<file path="config.mk">
export PLATFORM = sky130hd
export DESIGN_NAME = tkres_ctrl
export DESIGN_NICKNAME = d
export VERILOG_FILES = /design/src/rtl/tkres_pkg.sv /design/src/rtl/tkres_ctrl.sv
export SDC_FILE = /design/constraint.sdc
export NUM_CORES = 1
export LEC_CHECK = 0
export BUFFER_PORTS_ARGS = -buffer_cell sky130_fd_sc_hd__buf_2
export CAP_MARGIN = 5
export CORE_AREA = 4 4 41 43
export CTS_CLUSTER_SIZE = 20
export DETAILED_ROUTE_END_ITERATION = 12
export DIE_AREA = 0 0 45 47
export HOLD_SLACK_MARGIN = 0.03
export PLACE_DENSITY = 0.74
export SYNTH_ARGS = -nofsm -noshare
export SYNTH_HDL_FRONTEND = slang
export SYNTH_SLANG_ARGS = --single-unit
</file>
<file path="constraint.sdc">
create_clock -name clk_i -period 2.05 [get_ports clk_i]
set_input_delay 0.205 -clock clk_i [delete_from_list [all_inputs] [get_ports clk_i]]
set_output_delay 0.205 -clock clk_i [all_outputs]
set_load 0.005 [all_outputs]
</file>
<file path="src/rtl/tkres_pkg.sv">
`timescale 1ns / 1ps
// ----------------------------------------------------------------------------
// Two-key record exchange sort package
// Shared widths, record type, controller command and status groups, and the
// record ordering function.
// ----------------------------------------------------------------------------
package tkres_pkg;

  localparam int MaxRecords = 64;
  localparam int IdxW       = $clog2(MaxRecords);
  localparam int CntW       = $clog2(MaxRecords + 1);

  localparam int DevW  = 14;
  localparam int HrsW  = 5;
  localparam int MinW  = 6;
  localparam int SecW  = 6;
  localparam int TagW  = 6;
  localparam int KeyW  = 19;

  localparam int CfgIdxW  = 1;
  localparam int CfgDataW = 1;

  // Configuration register indexes.
  localparam logic [CfgIdxW-1:0] CfgDeviceAscending = 1'd0;
  localparam logic [CfgIdxW-1:0] CfgTimeLaterFirst  = 1'd1;

  localparam logic [KeyW-1:0] HourScale   = KeyW'(10000);
  localparam logic [KeyW-1:0] MinuteScale = KeyW'(100);

  typedef struct packed {
    logic [DevW-1:0] device;
    logic [HrsW-1:0] hrs;
    logic [MinW-1:0] mins;
    logic [SecW-1:0] secs;
    logic [TagW-1:0] tag;
  } rec_t;

  typedef struct packed {
    logic in_ready;
    logic rd_i;
    logic rd_j;
    logic rd_k;
    logic cap_a;
    logic cmp;
    logic wr_i;
    logic out_valid;
    logic clear;
  } cmd_t;

  typedef struct packed {
    logic in_acc;
    logic in_last;
    logic n_small;
    logic i_end;
    logic j_end;
    logic k_end;
    logic out_acc;
  } status_t;

  function automatic logic [KeyW-1:0] time_key(input rec_t r);
    return KeyW'(r.hrs) * HourScale + KeyW'(r.mins) * MinuteScale + KeyW'(r.secs);
  endfunction

  // True when record b must move ahead of record a.
  function automatic logic should_swap(input rec_t a, input rec_t b,
                                       input logic dev_asc, input logic later_first);
    logic [KeyW-1:0] ka;
    logic [KeyW-1:0] kb;
    logic            res;
    ka = time_key(a);
    kb = time_key(b);
    if (a.device != b.device) begin
      res = dev_asc ? (a.device > b.device) : (a.device < b.device);
    end else begin
      res = later_first ? (ka < kb) : (ka > kb);
    end
    return res;
  endfunction

endpackage

</file>
<file path="src/rtl/tkres_ctrl.sv">
`timescale 1ns / 1ps
// ----------------------------------------------------------------------------
// Two-key record exchange sort controller
// Sequences loading, the exchange sort passes and the emission of results.
// ----------------------------------------------------------------------------
module tkres_ctrl (
  input  logic                clk_i,
  input  logic                rst_ni,
  input  tkres_pkg::status_t  status_i,
  output tkres_pkg::cmd_t     cmd_o
);

  typedef enum logic [8:0] {
    S_IDLE  = 9'b000000001,
    S_START = 9'b000000010,
    S_RDI   = 9'b000000100,
    S_LDA   = 9'b000001000,
    S_RDJ   = 9'b000010000,
    S_CMP   = 9'b000100000,
    S_WRI   = 9'b001000000,
    S_ERD   = 9'b010000000,
    S_EOUT  = 9'b100000000
  } state_e;

  state_e state_q, state_d;

  always_comb begin
    state_d = state_q;
    cmd_o   = '0;
    case (state_q)
      S_IDLE: begin
        cmd_o.in_ready = 1'b1;
        if (status_i.in_acc && status_i.in_last) begin
          state_d = S_START;
        end
      end
      S_START: begin
        state_d = status_i.n_small ? S_ERD : S_RDI;
      end
      S_RDI: begin
        cmd_o.rd_i = 1'b1;
        state_d    = S_LDA;
      end
      S_LDA: begin
        cmd_o.cap_a = 1'b1;
        state_d     = S_RDJ;
      end
      S_RDJ: begin
        cmd_o.rd_j = 1'b1;
        state_d    = S_CMP;
      end
      S_CMP: begin
        cmd_o.cmp = 1'b1;
        state_d   = status_i.j_end ? S_WRI : S_RDJ;
      end
      S_WRI: begin
        cmd_o.wr_i = 1'b1;
        state_d    = status_i.i_end ? S_ERD : S_RDI;
      end
      S_ERD: begin
        cmd_o.rd_k = 1'b1;
        state_d    = S_EOUT;
      end
      S_EOUT: begin
        cmd_o.out_valid = 1'b1;
        if (status_i.out_acc) begin
          if (status_i.k_end) begin
            cmd_o.clear = 1'b1;
            state_d     = S_IDLE;
          end else begin
            state_d = S_ERD;
          end
        end
      end
      default: begin
        state_d = S_IDLE;
      end
    endcase
  end

  always_ff @(posedge clk_i or negedge rst_ni) begin
    if (!rst_ni) begin
      state_q <= S_IDLE;
    end else begin
      state_q <= state_d;
    end
  end

endmodule

</file>
After elaboration in Yosys (flattened, before gate mapping)
Index checks and enable logic that the tools add are counted.
Operators by class
  multiplexer cells: 17
  eq/ne operators: 11
  reduce and logical (&&, ||, !) cells: 2
Operator list (count)
  case mux 9 bit (9 select lines): 1
  2-to-1 mux 8 bit: 3
  2-to-1 mux 9 bit: 2
  equality test 9 x 1 -> 1 bit, second input constant: 1
  equality test 9 x 2 -> 1 bit, second input constant: 1
  equality test 9 x 3 -> 1 bit, second input constant: 1
  equality test 9 x 4 -> 1 bit, second input constant: 1
  equality test 9 x 5 -> 1 bit, second input constant: 1
  equality test 9 x 6 -> 1 bit, second input constant: 1
  equality test 9 x 7 -> 1 bit, second input constant: 1
  equality test 9 x 8 -> 1 bit, second input constant: 1
  equality test 9 bit, second input constant: 1
  2-to-1 mux 1 bit: 9
  2-to-1 mux 7 bit: 1
  inequality test 2 bit, second input constant: 2
  2-to-1 mux 2 bit: 1
  AND reduction 2 bit: 1
  logical AND 1 bit: 1
Storage, ports and cells
  register bits: 9
  word-level logic and storage cells: 31
  bits of input ports: 9
  output and inout port bits: 9

Depth between registers and ports, before layout
  depth in word-level cells: 3
  gate-level depth with buffers: 6
  mapped depth without buffers: 5

Least setup slack after synthesis
OpenSTA, ideal clock, no wires.
  path kind: register to output
  start: reg state_q[6]
  end: out cmd_o[5] (netlist name)
  setup slack: 0.537 ns
  stages on the path, launching flop included: 4
  required time: 1.845 ns
  arrival: 1.308 ns
  path buffers: 0
  cell sequence: dfrtp_1 > or4_4 > nor3_4 > and3_1
RTL lines
  start, declared: line tkres_ctrl.sv:25  | state_e state_q, state_d;
  start signal, assigned: line tkres_ctrl.sv:85  | state_q <= state_d;
  end, declared: line tkres_ctrl.sv:10  | output tkres_pkg::cmd_t cmd_o

==> reports/qor.csv <==
stage;metric;value;unit
die;die_h;47;um
worst_setup_path;path_class;flip-flop to output port;
power_and_ir_drop;internal_power;0.000423;W
power_and_ir_drop;seq_power_share;0.394;
grt;grt_pass1_wl;2390;um
finish;final_common_cell;buf_2;
placed_design;routabilityCongestion;0.786;
sta;layout_min_cycle_time;2.01;ns
route;route.antenna.remaining_nets;0;
synth;yosys_warnings;0;
sta;setup_viol;0;
power_and_ir_drop;switching_share;0.390;
synth;synth.net_count;76;
finish;stdcell_count;104;
power_and_ir_drop;power_density;877;mW/mm2
die;initial_core_util;0.486;
die;die_w;45;um
finish;drive_gt1_frac;0.404;
clock_tree;clk_pin_slew;0.07;ns
finish;top_regs;state_q x9;
synth;syn-cell-area;632;um2
synth;synthFlopType;dfrtp_1;
clock_tree;cts_tree;yes;
power_and_ir_drop;combPwrFrac;0.403;
finish;diodes;0;
clock_tree;root_buffer;clkbuf_4;
finish;finalNetCount;99;
grt;grt_use_met1;0.202;
die;dieArea;0.00212;mm2
placed_design;portBuffers;17;
route;drc;0;
route;firstDrtPassIters;4;
route;dr.first_iter.drc_count;15;
sta;final_max_slew_viol_count;0;
grt;grt_pass1_vias;508;
sta;final_hold_viol_count;0;
grt;grt_busiest_layer;met2;
finish;multiInputGateArea;377;um2
synth;synth-edff-count;0;
route;viasPerCell;5.80;
clock_tree;clk_latency;0.27;ns
finish;area_growth;25.1;%
grt;grt_overflow;0;
clock_tree;clock_sinks;9;
sta;period_share;0.982;
finish;final_cell_mix;buf_2, nor2_1, dfrtp_1;
route;wirelength;1470;um
synth;syn_area_per_cell;9.43;um2
synth;async_flop_share;1.00;
sta;rsz0062_at_grt;yes;
power_and_ir_drop;p_switching;0.000271;W
grt;grtUsageMet2;0.263;
worst_setup_path;end_kind;output port;
route;detailroute.via_count;603;
die;core;0.00130;mm2
finish;ff_latch_area;229;um2
die;rows;13;
sta;max_slew_margin;0.704;
synth;ys_seq_area_frac;0.358;
sta;skew;0.00605;ns
hold_path;hold_path.class;primary input to flip-flop;
power_and_ir_drop;pwr-share-clk;0.203;
clock_tree;clk_path_buf_depth;2;
finish;regMostFlops;state_q;
placed_design;place_inst;96;
finish;n_fill_cell;114;
worst_setup_path;cp-start-kind;flip-flop;
grt;grt_usage;0.162;
grt;grt_util_met3;0.0345;
worst_setup_path;crit_fanout;5;
synth;synth_seq_cells;9;
sta;fmax;497;MHz
job;maxCapViolCount;0;
worst_setup_path;cp.required;1.85;ns
grt;grt_max_degree;14;
synth;synthCells;67;
route;wl_per_cell;14.1;um
power_and_ir_drop;ir_drop;0.000507;V
finish;largest_reg_flops;9;
synth;ys_types;35;
power_and_ir_drop;totalPowerFinal;0.000694;W
status;status;complete, no violations;
clock_tree;cts_made_buffers;3;
power_and_ir_drop;p_leak;0.419;nW
placed_design;dp_hpwl;1080;um
grt;antenna_found_initial;0;
sta;tightest_slew;0.445;ns
worst_setup_path;arrival;1.81;ns
die;ios;18;
clock_tree;htree_levels;1;
[final timing paths]
path                        startpoint         end  slack [ns]  cells after the start
max                         state_q[3]    cmd_o[5]        0.04                      4
min                        status_i[2]  state_q[4]        0.11                      2
max reg2reg                 state_q[3]  state_q[8]        0.43                      4
min reg2reg                 state_q[4]  state_q[5]        0.64                      1
max in group asynchronous       rst_ni  state_q[0]        1.48                      2
min in group asynchronous       rst_ni  state_q[8]        0.32                      2
[worst max-delay path, stage by stage, from the launching register on]
cell     delay, ns
dfrtp_1       0.42
or4_4         0.57
nor3_4        0.24
and3_4        0.23
buf_6         0.09
[synthesized netlist by cell type (all sizes together) (2+ instances only)]
library cell  count  area [um2]
dfrtp             8         200
nor2              7        26.3
o21ai             6        30.0
and3              4        25.0
inv               4        15.0
nand3b            3        22.5
xor2              3        26.3
a21oi             2        10.0
and4b             2        20.0
clkbuf            2        7.51
nand3             2        15.0
nand4             2        12.5
nand4b            2        17.5
nor2b             2        12.5
nor3              2        21.3
[cells by family (layout without fill, tap and decap cells)]
family | count (synthesis) | after routing | synth area share
and+or+nand+nor | 34 | 34 | 0.402
AOI/OAI and AO/OA | 14 | 14 | 0.145
DFF | 9 | 9 | 0.358
buffers and inverters | 7 | 29 | 0.0535
xor gates and xnor gates | 3 | 3 | 0.0416
[metrics by stage]
stage          instance area, um2  utilization  TNS (ns)  hold WS (ns)  worst slack, ns
6_report                      791        0.608         0         0.106           0.0368
5_1_grt                       791        0.608   -0.0904         0.112          -0.0424
4_1_cts                       754        0.580         0         0.110           0.0340
3_5_place_dp                  717        0.551         0        0.0669            0.333
3_3_place_gp                  717        0.551         0        0.0649            0.353
2_1_floorplan                 632            -         0       -0.0906            0.537
[metal layers]
metal,routed length (um),vias up
met3,73,4
li1,-,293
met1,657,286
met5,0,-
met2,707,20
met4,29,0
[cell type report]
cell class | instances | share of cell area
Inverter | 4 | 0.0190
Sequential cell | 9 | 0.290
Multi-Input combinational cell | 51 | 0.476
Tap cell | 15 | 0.0237
Timing Repair Buffer | 21 | 0.157
Clock buffer | 3 | 0.0285
Clock inverter | 1 | 0.00633
[power by group through the flow]
stage                     combinational, W  clock [W]  sequential [W]
final                             0.000279   0.000141        0.000273
after global routing              0.000314   0.000156        0.000282
after CTS                         0.000270   0.000142        0.000271
after detailed placement          0.000266          0        0.000275
after global placement            0.000261          0        0.000273
after floorplan                   0.000253          0        0.000232
[repair_timing]
item / 4_1_cts / 5_1_grt
hold endpoints to repair: 9 / 0
hold buffers: 1 / 0
setup buffers: 0 / 3
resized for setup: 0 / 4
endpoints found under the setup margin: 0 / 5
Note: power is estimated with default switching activity, not from simulation.
