$ cat config.mk
export PLATFORM = sky130hd
export DESIGN_NAME = tkres_datapath_flat
export DESIGN_NICKNAME = d
export VERILOG_FILES = /design/src/rtl/tkres_pkg.sv /design/src/rtl/tkres_if.sv /design/src/rtl/tkres_datapath.sv /design/src/flat_wrapper.sv
export SDC_FILE = /design/constraint.sdc
export NUM_CORES = 2
export LEC_CHECK = 0
export BUFFER_PORTS_ARGS = -buffer_cell sky130_fd_sc_hd__buf_4
export CORE_MARGIN = 5
export CORE_UTILIZATION = 40
export CTS_BUF_LIST = sky130_fd_sc_hd__clkbuf_8
export DETAILED_ROUTE_END_ITERATION = 8
export HOLD_SLACK_MARGIN = 0.15
export PLACE_DENSITY = 0.64
export SLEW_MARGIN = 20
export SYNTH_ARGS = -nofsm -noshare
export SYNTH_HDL_FRONTEND = slang
export SYNTH_SLANG_ARGS = --single-unit
$ cat constraint.sdc
create_clock -name clk_i -period 9.3 [get_ports clk_i]
set_clock_uncertainty 0.15 [all_clocks]
set_input_delay 0.465 -clock clk_i [delete_from_list [all_inputs] [get_ports clk_i]]
set_output_delay 0.465 -clock clk_i [all_outputs]
set_load 0.01 [all_outputs]
$ cat src/rtl/tkres_pkg.sv
`timescale 1ns / 1ps
// ----------------------------------------------------------------------------
// Two-key record exchange sort package
// Shared widths, record type, controller command and status groups, and the
// record ordering function.
// ----------------------------------------------------------------------------
package tkres_pkg;

  localparam int MaxRecords = 64;
  localparam int IdxW       = $clog2(MaxRecords);
  localparam int CntW       = $clog2(MaxRecords + 1);

  localparam int DevW  = 14;
  localparam int HrsW  = 5;
  localparam int MinW  = 6;
  localparam int SecW  = 6;
  localparam int TagW  = 6;
  localparam int KeyW  = 19;

  localparam int CfgIdxW  = 1;
  localparam int CfgDataW = 1;

  // Configuration register indexes.
  localparam logic [CfgIdxW-1:0] CfgDeviceAscending = 1'd0;
  localparam logic [CfgIdxW-1:0] CfgTimeLaterFirst  = 1'd1;

  localparam logic [KeyW-1:0] HourScale   = KeyW'(10000);
  localparam logic [KeyW-1:0] MinuteScale = KeyW'(100);

  typedef struct packed {
    logic [DevW-1:0] device;
    logic [HrsW-1:0] hrs;
    logic [MinW-1:0] mins;
    logic [SecW-1:0] secs;
    logic [TagW-1:0] tag;
  } rec_t;

  typedef struct packed {
    logic in_ready;
    logic rd_i;
    logic rd_j;
    logic rd_k;
    logic cap_a;
    logic cmp;
    logic wr_i;
    logic out_valid;
    logic clear;
  } cmd_t;

  typedef struct packed {
    logic in_acc;
    logic in_last;
    logic n_small;
    logic i_end;
    logic j_end;
    logic k_end;
    logic out_acc;
  } status_t;

  function automatic logic [KeyW-1:0] time_key(input rec_t r);
    return KeyW'(r.hrs) * HourScale + KeyW'(r.mins) * MinuteScale + KeyW'(r.secs);
  endfunction

  // True when record b must move ahead of record a.
  function automatic logic should_swap(input rec_t a, input rec_t b,
                                       input logic dev_asc, input logic later_first);
    logic [KeyW-1:0] ka;
    logic [KeyW-1:0] kb;
    logic            res;
    ka = time_key(a);
    kb = time_key(b);
    if (a.device != b.device) begin
      res = dev_asc ? (a.device > b.device) : (a.device < b.device);
    end else begin
      res = later_first ? (ka < kb) : (ka > kb);
    end
    return res;
  endfunction

endpackage

$ cat src/rtl/tkres_if.sv
`timescale 1ns / 1ps
// ----------------------------------------------------------------------------
// Two-key record exchange sort channel interfaces
// Input record channel, sorted result channel and configuration write channel.
// ----------------------------------------------------------------------------
interface tkres_rec_if;
  logic                        valid;
  logic                        ready;
  logic [tkres_pkg::DevW-1:0]  device_number;
  logic [tkres_pkg::HrsW-1:0]  hours;
  logic [tkres_pkg::MinW-1:0]  minutes;
  logic [tkres_pkg::SecW-1:0]  seconds;
  logic                        last_record;

  modport source (output valid, device_number, hours, minutes, seconds, last_record,
                  input ready);
  modport sink   (input valid, device_number, hours, minutes, seconds, last_record,
                  output ready);
endinterface

interface tkres_res_if;
  logic                        valid;
  logic                        ready;
  logic [tkres_pkg::DevW-1:0]  out_device;
  logic [tkres_pkg::HrsW-1:0]  out_hours;
  logic [tkres_pkg::MinW-1:0]  out_minutes;
  logic [tkres_pkg::SecW-1:0]  out_seconds;
  logic [tkres_pkg::TagW-1:0]  arrival_tag;
  logic                        last_out;

  modport source (output valid, out_device, out_hours, out_minutes, out_seconds,
                  arrival_tag, last_out, input ready);
  modport sink   (input valid, out_device, out_hours, out_minutes, out_seconds,
                  arrival_tag, last_out, output ready);
endinterface

interface tkres_cfg_if;
  logic                           valid;
  logic                           ready;
  logic [tkres_pkg::CfgIdxW-1:0]  index;
  logic [tkres_pkg::CfgDataW-1:0] data;

  modport source (output valid, index, data, input ready);
  modport sink   (input valid, index, data, output ready);
endinterface

$ cat src/rtl/tkres_datapath.sv
`timescale 1ns / 1ps
// ----------------------------------------------------------------------------
// Two-key record exchange sort datapath
// Record store, sort counters, held record, comparator and config registers.
// ----------------------------------------------------------------------------
module tkres_datapath (
  input  logic                clk_i,
  input  logic                rst_ni,
  tkres_rec_if.sink           rec_i,
  tkres_res_if.source         res_o,
  tkres_cfg_if.sink           cfg_i,
  input  tkres_pkg::cmd_t     cmd_i,
  output tkres_pkg::status_t  status_o
);

  tkres_pkg::rec_t mem [tkres_pkg::MaxRecords];
  tkres_pkg::rec_t rdata_q;
  tkres_pkg::rec_t a_q;
  tkres_pkg::rec_t new_rec;
  tkres_pkg::rec_t wr_data;

  logic [tkres_pkg::CntW-1:0] count_q, count_d;
  logic [tkres_pkg::IdxW-1:0] i_q, i_d;
  logic [tkres_pkg::IdxW-1:0] j_q, j_d;
  logic [tkres_pkg::IdxW-1:0] k_q, k_d;
  logic [tkres_pkg::IdxW-1:0] wr_addr;
  logic [tkres_pkg::IdxW-1:0] rd_addr;
  logic                       dev_asc_q, dev_asc_d;
  logic                       later_first_q, later_first_d;
  logic                       load_en, store_en, swap, wr_en, rd_en, out_acc, k_end;

  assign load_en  = cmd_i.in_ready & rec_i.valid;
  assign store_en = load_en & (count_q < tkres_pkg::CntW'(tkres_pkg::MaxRecords));
  assign swap     = tkres_pkg::should_swap(a_q, rdata_q, dev_asc_q, later_first_q);
  assign out_acc  = res_o.valid & res_o.ready;
  assign k_end    = (tkres_pkg::CntW'(k_q) + tkres_pkg::CntW'(1)) == count_q;

  always_comb begin
    new_rec.device = rec_i.device_number;
    new_rec.hrs    = rec_i.hours;
    new_rec.mins   = rec_i.minutes;
    new_rec.secs   = rec_i.seconds;
    new_rec.tag    = tkres_pkg::TagW'(count_q);
  end

  // Single write port: loading, swap write-back at j, or final write at i.
  always_comb begin
    wr_en   = 1'b0;
    wr_addr = '0;
    wr_data = a_q;
    if (store_en) begin
      wr_en   = 1'b1;
      wr_addr = count_q[tkres_pkg::IdxW-1:0];
      wr_data = new_rec;
    end else if (cmd_i.cmp && swap) begin
      wr_en   = 1'b1;
      wr_addr = j_q;
    end else if (cmd_i.wr_i) begin
      wr_en   = 1'b1;
      wr_addr = i_q;
    end
  end

  assign rd_en   = cmd_i.rd_i | cmd_i.rd_j | cmd_i.rd_k;
  assign rd_addr = cmd_i.rd_i ? i_q : (cmd_i.rd_j ? j_q : k_q);

  always_ff @(posedge clk_i) begin
    if (wr_en) begin
      mem[wr_addr] <= wr_data;
    end
    if (rd_en) begin
      rdata_q <= mem[rd_addr];
    end
    if (cmd_i.cap_a || (cmd_i.cmp && swap)) begin
      a_q <= rdata_q;
    end
  end

  always_comb begin
    count_d       = count_q;
    i_d           = i_q;
    j_d           = j_q;
    k_d           = k_q;
    dev_asc_d     = dev_asc_q;
    later_first_d = later_first_q;
    if (cmd_i.clear) begin
      count_d = '0;
      i_d     = '0;
      k_d     = '0;
    end else begin
      if (store_en) begin
        count_d = count_q + tkres_pkg::CntW'(1);
      end
      if (cmd_i.wr_i) begin
        i_d = i_q + tkres_pkg::IdxW'(1);
      end
      if (out_acc) begin
        k_d = k_q + tkres_pkg::IdxW'(1);
      end
    end
    if (cmd_i.cap_a) begin
      j_d = i_q + tkres_pkg::IdxW'(1);
    end else if (cmd_i.cmp) begin
      j_d = j_q + tkres_pkg::IdxW'(1);
    end
    if (cfg_i.valid) begin
      case (cfg_i.index)
        tkres_pkg::CfgDeviceAscending: dev_asc_d     = cfg_i.data[0];
        tkres_pkg::CfgTimeLaterFirst:  later_first_d = cfg_i.data[0];
        default: ;
      endcase
    end
  end

  always_ff @(posedge clk_i or negedge rst_ni) begin
    if (!rst_ni) begin
      count_q       <= '0;
      i_q           <= '0;
      j_q           <= '0;
      k_q           <= '0;
      dev_asc_q     <= 1'b1;
      later_first_q <= 1'b1;
    end else begin
      count_q       <= count_d;
      i_q           <= i_d;
      j_q           <= j_d;
      k_q           <= k_d;
      dev_asc_q     <= dev_asc_d;
      later_first_q <= later_first_d;
    end
  end

  assign cfg_i.ready = 1'b1;
  assign rec_i.ready = cmd_i.in_ready;

  assign res_o.valid       = cmd_i.out_valid;
  assign res_o.out_device  = rdata_q.device;
  assign res_o.out_hours   = rdata_q.hrs;
  assign res_o.out_minutes = rdata_q.mins;
  assign res_o.out_seconds = rdata_q.secs;
  assign res_o.arrival_tag = rdata_q.tag;
  assign res_o.last_out    = k_end;

  always_comb begin
    status_o.in_acc  = load_en;
    status_o.in_last = rec_i.last_record;
    status_o.n_small = count_q <= tkres_pkg::CntW'(1);
    status_o.i_end   = (tkres_pkg::CntW'(i_q) + tkres_pkg::CntW'(2)) == count_q;
    status_o.j_end   = (tkres_pkg::CntW'(j_q) + tkres_pkg::CntW'(1)) == count_q;
    status_o.k_end   = k_end;
    status_o.out_acc = out_acc;
  end

  a_count_bound: assert property (@(posedge clk_i) disable iff (!rst_ni)
    count_q <= tkres_pkg::CntW'(tkres_pkg::MaxRecords))
    else $error("record count exceeds the store depth");

  a_j_above_i: assert property (@(posedge clk_i) disable iff (!rst_ni)
    cmd_i.cmp |-> (j_q > i_q))
    else $error("compare step with j not above i");

  a_emit_in_set: assert property (@(posedge clk_i) disable iff (!rst_ni)
    res_o.valid |-> (tkres_pkg::CntW'(k_q) < count_q))
    else $error("result emitted beyond the stored set");

  a_last_stops_input: assert property (@(posedge clk_i) disable iff (!rst_ni)
    (load_en && rec_i.last_record) |=> !rec_i.ready)
    else $error("input still open after the last record");

endmodule

$ cat src/flat_wrapper.sv
// flat-port wrapper written by rule: the top's interface ports become plain ports
module tkres_datapath_flat 
  (clk_i, rst_ni, cmd_i, status_o, rec_i_valid, rec_i_device_number, rec_i_hours, rec_i_minutes, rec_i_seconds, rec_i_last_record, rec_i_ready, res_o_valid, res_o_out_device, res_o_out_hours, res_o_out_minutes, res_o_out_seconds, res_o_arrival_tag, res_o_last_out, res_o_ready, cfg_i_valid, cfg_i_index, cfg_i_data, cfg_i_ready);
  tkres_rec_if rec_i_i ();
  tkres_res_if res_o_i ();
  tkres_cfg_if cfg_i_i ();
  input  logic clk_i;
  input  logic rst_ni;
  input  tkres_pkg::cmd_t cmd_i;
  output tkres_pkg::status_t status_o;
  input wire logic [$bits(rec_i_i.valid)-1:0] rec_i_valid;
  input wire logic [$bits(rec_i_i.device_number)-1:0] rec_i_device_number;
  input wire logic [$bits(rec_i_i.hours)-1:0] rec_i_hours;
  input wire logic [$bits(rec_i_i.minutes)-1:0] rec_i_minutes;
  input wire logic [$bits(rec_i_i.seconds)-1:0] rec_i_seconds;
  input wire logic [$bits(rec_i_i.last_record)-1:0] rec_i_last_record;
  output wire logic [$bits(rec_i_i.ready)-1:0] rec_i_ready;
  output wire logic [$bits(res_o_i.valid)-1:0] res_o_valid;
  output wire logic [$bits(res_o_i.out_device)-1:0] res_o_out_device;
  output wire logic [$bits(res_o_i.out_hours)-1:0] res_o_out_hours;
  output wire logic [$bits(res_o_i.out_minutes)-1:0] res_o_out_minutes;
  output wire logic [$bits(res_o_i.out_seconds)-1:0] res_o_out_seconds;
  output wire logic [$bits(res_o_i.arrival_tag)-1:0] res_o_arrival_tag;
  output wire logic [$bits(res_o_i.last_out)-1:0] res_o_last_out;
  input wire logic [$bits(res_o_i.ready)-1:0] res_o_ready;
  input wire logic [$bits(cfg_i_i.valid)-1:0] cfg_i_valid;
  input wire logic [$bits(cfg_i_i.index)-1:0] cfg_i_index;
  input wire logic [$bits(cfg_i_i.data)-1:0] cfg_i_data;
  output wire logic [$bits(cfg_i_i.ready)-1:0] cfg_i_ready;
  assign rec_i_i.valid = rec_i_valid;
  assign rec_i_i.device_number = rec_i_device_number;
  assign rec_i_i.hours = rec_i_hours;
  assign rec_i_i.minutes = rec_i_minutes;
  assign rec_i_i.seconds = rec_i_seconds;
  assign rec_i_i.last_record = rec_i_last_record;
  assign rec_i_ready = rec_i_i.ready;
  assign res_o_valid = res_o_i.valid;
  assign res_o_out_device = res_o_i.out_device;
  assign res_o_out_hours = res_o_i.out_hours;
  assign res_o_out_minutes = res_o_i.out_minutes;
  assign res_o_out_seconds = res_o_i.out_seconds;
  assign res_o_arrival_tag = res_o_i.arrival_tag;
  assign res_o_last_out = res_o_i.last_out;
  assign res_o_i.ready = res_o_ready;
  assign cfg_i_i.valid = cfg_i_valid;
  assign cfg_i_i.index = cfg_i_index;
  assign cfg_i_i.data = cfg_i_data;
  assign cfg_i_ready = cfg_i_i.ready;
  tkres_datapath u_core (.clk_i(clk_i), .rst_ni(rst_ni), .rec_i(rec_i_i), .res_o(res_o_i), .cfg_i(cfg_i_i), .cmd_i(cmd_i), .status_o(status_o));
endmodule
# After elaboration in Yosys (flattened, before gate mapping)
# Memories as Yosys holds them, arrays and structs flattened. A register that Yosys moved wholly into a read port is not among the register bits.
# Cells that the tools add are included.
# W data, S select, Z words.
[classes]
addsub = 11
n_mul = 4
n_lt_le_gt_ge = 6
eq_ne = 4
n_mux = 22
bitwise = 6
n_reduce_logical = 8
[op_table]
columns = ["operator", "count"]
rows = [
  ["$mux W6", 11],
  ["$add A19 B13 Y19", 2],
  ["$add A19 B6 Y19", 2],
  ["$mux W37", 1],
  ["$mul A5 B10 Y15 const B", 2],
  ["$mul A6 B5 Y11 const B", 2],
  ["$eq A7 B7 Y1", 3],
  ["$gt A19 B19 Y1", 1],
  ["$lt A19 B19 Y1", 1],
  ["$add A6 B1 Y6 const B", 3],
  ["$add A6 B1 Y7 const B", 2],
  ["$gt A14 B14 Y1", 1],
  ["$lt A14 B14 Y1", 1],
  ["$mux W7", 2],
  ["$ne A14 B14 Y1", 1],
  ["$mux W1", 8],
  ["$reduce_bool A2 Y1", 4],
  ["$add A6 B2 Y7 const B", 1],
  ["$add A7 B1 Y7 const B", 1],
  ["$le A7 B1 Y1 const B", 1],
  ["$lt A7 B7 Y1 const B", 1],
  ["$reduce_and A2 Y1", 2],
  ["$and A1 B1 Y1", 3],
  ["$or A1 B1 Y1", 2],
  ["other kinds (3)", 3],
]
[word_totals]
ff_bits = 64
ram_bits = 2368
out_inout_bits = 48
elab_cells = 73
n_memories = 1
[memory_table]
columns = ["memory", "depth", "word_bits", "rd", "rd_clocked_by_memory_dff", "wr", "line_no", "source"]
rows = [
  ["u_core.mem", 64, 37, 1, 1, 1, "tkres_datapath.sv:16", "tkres_pkg::rec_t mem [tkres_pkg::MaxRecords];"],
]

# Logic depth before layout (Yosys ltp)
[logic_depth]
depth_word = 11
ltp_mapped = 29

# Worst setup path after synthesis
# No wires, ideal clock.
[synth_path]
kind = "register to register"
start = "reg u_core.res_o.out_minutes[2] (netlist name)"
end = "mem u_core.mem[40][0] (netlist name) (enable)"
setup_time_ns = 0.485
t_arrival_ns = 8.914
required_ns = 8.665
path_slack_ns = -0.249
stages_incl_launch_ff = 28
n_path_buf = 1
path_cell_list = "edfxtp_1 -> ha_1 -> ha_1 -> ha_1 -> ha_1 -> a21o_1 -> a21oi_1 -> o21bai_1 -> a21oi_1 -> xnor2_1 -> ha_1 -> ha_1 -> and3_1 -> a21oi_1 -> o21ai_0 -> o41ai_1 -> nor2_1 -> a31oi_1 -> ha_1 -> and4_1 -> a221o_1 -> a211o_1 -> o211a_2 -> or4_1 -> and3_1 -> buf_6 -> nor3_2 -> nor3b_1"
[synth_via]
elab_chain_len = 11
word_cells_on_any_way = 14
[synth_rtl]
columns = ["item", "line_no", "source"]
rows = [
  ["$mul A6 B5 Y11 *", "tkres_pkg.sv:61", "return KeyW'(r.hrs) * HourScale + KeyW'(r.mins) * MinuteScale + KeyW'(r.secs);"],
  ["$add A19 B13 Y19 *", "tkres_pkg.sv:61", ""],
  ["$add A19 B6 Y19 *", "tkres_pkg.sv:61", ""],
  ["$gt A19 B19 Y1 / $lt A19 B19 Y1 (equally long branches)", "tkres_pkg.sv:75", "res = later_first ? (ka < kb) : (ka > kb);"],
  ["$mux W1 *", "tkres_pkg.sv:75", ""],
  ["$mux W1 *", "tkres_pkg.sv:72", "if (a.device != b.device) begin"],
  ["$logic_and A1 B1 Y1 *", "tkres_datapath.sv:55", "end else if (cmd_i.cmp && swap) begin"],
  ["$mux W1", "tkres_datapath.sv:55", ""],
  ["$mux W1", "tkres_datapath.sv:51", "if (store_en) begin"],
  ["$mux W1", "tkres_datapath.sv:68", "if (wr_en) begin"],
  ["$mux W1 (implied by the code)", "tkres_datapath.sv:69", "mem[wr_addr] <= wr_data;"],
  ["to (decl)", "tkres_datapath.sv:16", ""],
]
# Every way passes the cells marked *; elsewhere a longest branch is shown, timed or not.

# Worst setup path in the final report
[layout_path]
start = "reg u_core.res_o.out_minutes[2] (netlist name)"
end = "mem u_core.mem[21][3] (netlist name) (enable)"
[layout_via]
elab_chain_len = 11
word_cells_on_any_way = 14
[layout_rtl]
columns = ["item", "line_no"]
rows = [
  ["$mul A6 B5 Y11 *", "tkres_pkg.sv:61"],
  ["$add A19 B13 Y19 *", "tkres_pkg.sv:61"],
  ["$add A19 B6 Y19 *", "tkres_pkg.sv:61"],
  ["$gt A19 B19 Y1 / $lt A19 B19 Y1 (equally long branches)", "tkres_pkg.sv:75"],
  ["$mux W1 *", "tkres_pkg.sv:75"],
  ["$mux W1 *", "tkres_pkg.sv:72"],
  ["$logic_and A1 B1 Y1 *", "tkres_datapath.sv:55"],
  ["$mux W1", "tkres_datapath.sv:55"],
  ["$mux W1", "tkres_datapath.sv:51"],
  ["$mux W1", "tkres_datapath.sv:68"],
  ["$mux W1 (implied by the code)", "tkres_datapath.sv:69"],
]
# Marks and branches as above.

==> reports/metrics.csv <==
metric,value,unit
hold endpoint,u_core.mem[6][34]$_DFFE_PP_,
Post-CTS Repair Setup Buffers,0,
Num CTS Buffers,393,
DR vias/cell,5.66,
total power,32.5,mW
setup TNS,0,ps
kind of critical path,reg -> reg,
DP HPWL,150000,um
GRT overflow,0,
worst-path maximum fanout,24,
DRT Pass-1 Iters,5,
initial antenna violation count,8,
cell count after synthesis,4953,
"non-filler cells, final",9020,
final worst path period share,0.917,
Critical R2R Launch,u_core.res_o.out_minutes[2]$_DFFE_PP_,
clk_lat worst skew,1060,ps
RSZ-0062 raised after global routing,false,
drt drc,0,
Clock power frac,0.260,
"Clk pin slew, worst setup/hold paths",60,ps
Slowest Stage Delay on Critical Path,570,ps
"commonest non-fill, non-tap cells in the layout","2442 x edfxtp_1, 592 x mux4_2, 398 x clkbuf_8",
post-synthesis sequential area ratio,0.740,
R2R cell count,28,
Post-DRT Antenna Nets,0,
Area Growth Syn to Fin,13.8,%
Post-Syn Nets,5188,
Max clock buf depth,4,
IO buf count,92,
"most common cell after layout, fill and taps aside",edfxtp_1,
core area,0.249,mm2
Initial Util,0.402,
largest net degree at the start of global routing,109,
wire length of the first global-routing pass,366000,um
Total GRT Usage,0.192,
H-tree depth,5,
"Slowest-stage cell, CP",nor2_4,
vias post-DR,51000,
Sw Pwr,10.6,mW
PwrDens,285,mW/mm2
"Hold-fix buffers, CTS",44,
critical path's most frequent cell,ha_1,
share of layout cells above drive strength 1,0.259,
"Avg Cell Area, Syn",20.2,um2
Max-slew headroom,0.213,
Pint,21.9,mW
Worst Max-Slew Pin Slew,1170,ps
Die ar.,0.260,mm2
hold path cells,4,
Switching Share,0.326,
Cell Rows,183,
Die W,510,um
worst min-delay path class,in -> reg,
Crit path required time,9780,ps
Final setup viols,0,
Seq cells post-synth,2469,
Comb power frac,0.313,
initial drt markers,5693,
register share of total power,0.427,
Pleak,37.4,nW
crit path time final,8530,ps
WP data arrival,9010,ps
Hold Startpoint,rec_i_device_number[11],
synth unique cells,63,
predominant post-synthesis flop cell,edfxtp_1,
Post-synth EDFFs,2442,
CP Capture Type,register,
DR WL/cell,28.0,um
DRT Wirelength,253000,um
vias in the first global route,51600,
Worst Setup Start Kind,register,
dpl cells,8282,
mapped cell area,0.100,mm2
Worst VDD drop,0.855,mV
Place WS,885,ps
final number of hold-violating endpoints,0,
cells resized by post-CTS repair,0,
die height,510,um
warnings from Yosys,0,
nets,5626,
Final Max Slew Viols,0,
R2R Path End,u_core.mem[21][3]$_DFFE_PP_,
achievable frequency,117,MHz
clk root buf,clkbuf_8,
worst setup path start,u_core.res_o.out_minutes[2]$_DFFE_PP_,
status,"complete, no violations",
final setup margin,774,ps
CTS tree,done,
asr flop ratio synth,0.0109,
Reg2Reg Setup Slack,770,ps
CTS sink count,2469,
IO Count,96,
gpl congestion,0.832,
max-cap viol count,0,
==> synth_stat cells, types with 14 or more instances <==
cell type	n	area (um2)
nor2_1	111	417
inv_1	80	300
a211oi_1	266	2000
o211ai_1	14	105
buf_2	78	390
xor2_1	35	307
nand2_1	132	495
clkbuf_1	164	616
nand3_1	28	140
o21bai_1	14	105
fa_1	16	320
dfrtp_1	25	626
a21oi_1	205	1030
mux2i_1	159	1590
xnor2_1	51	447
ha_1	171	2140
mux4_2	592	13300
o21ai_0	52	260
edfxtp_1	2442	73300
nor2b_1	159	995
buf_1	32	120
==> power by group through the flow <==
stage / sequential [mW] / combinational [mW] / clock (mW)
6_report: 13.9 / 10.2 / 8.44
4_1_cts: 13.9 / 10.2 / 8.60
5_1_grt: 13.9 / 11.3 / 9.14
3_3_place_gp: 14.1 / 10.0 / 0
3_5_place_dp: 14.1 / 10.1 / 0
2_1_floorplan: 14.1 / 7.08 / 0
==> cell families (layout without fill, tap and decap cells) <==
family / count (synthesis) / after routing / synth area share
buffers and inverters: 363 / 1092 / 0.0150
flip-flops: 2469 / 2469 / 0.740
AND/OR/NAND/NOR: 500 / 500 / 0.0250
multiplexers: 754 / 754 / 0.150
XOR/XNOR: 86 / 86 / 0.00753
adder cells (fa/ha/maj): 187 / 187 / 0.0246
other: 1 / 9 / 0.0000375
AO/OA/AOI/OAI: 593 / 593 / 0.0383
==> critical path: cells and delay by family (launching register included) <==
kind / cells / cell delay (ps)
buf+inv: 2 / 730
flops: 1 / 480
xor+xnor: 1 / 150
fa+ha+maj: 7 / 2070
simple gates: 6 / 1720
compound gates: 12 / 2710
==> layout make-up <==
cell class	count	area (um2)
fill	20900	135000
sequential	2469	74000
multi-input combinational	2121	25300
clock buffer	398	5480
tap	3330	4170
timing repair buffer	326	3040
clock inverter	288	1480
inverter	80	300
antenna	8	20.0
==> per-stage QoR <==
| step | instance area, um2 | util | hold WS [ps] |
|---|---|---|---|
| after floorplan | 100000 | - | 19.4 |
| after global placement | 106000 | 0.428 | 280 |
| after detailed placement | 106000 | 0.428 | 284 |
| after CTS | 114000 | 0.458 | 156 |
| after global routing | 114000 | 0.458 | 212 |
| final | 114000 | 0.458 | 222 |
==> state kept, by name, summed over array words and instances (netlist names) <==
signal,cells
u_core.mem,2368
u_core.res_o.out_hours,5
u_core.later_first_q,1
u_core.res_o.arrival_tag,6
u_core.i_q,6
u_core.res_o.out_seconds,6
u_core.res_o.out_device,14
u_core.res_o.out_minutes,6
u_core.k_q,6
u_core.dev_asc_q,1
u_core.a_q,37
u_core.count_q,7
u_core.j_q,6
==> worst max path at each step <==
stage	to	slack, ps	depth (start not counted)
after floorplan	u_core.mem[38][0]$_DFFE_PP_	770	28
after global placement	u_core.mem[34][11]$_DFFE_PP_	830	27
after detailed placement	u_core.mem[42][24]$_DFFE_PP_	880	27
after CTS	u_core.mem[21][3]$_DFFE_PP_	770	28
after global routing	u_core.mem[21][31]$_DFFE_PP_	160	28
final	u_core.mem[21][3]$_DFFE_PP_	770	28
==> metal layers <==
layer,vias up,share of wire,track usage
met4,2,0.024,0.0493
met2,2254,0.47,0.301
met1,27000,0.42,0.276
met3,408,0.087,0.0416
met5,-,0.000051,0
li1,21400,-,-
(Power assumes the default switching activity.)
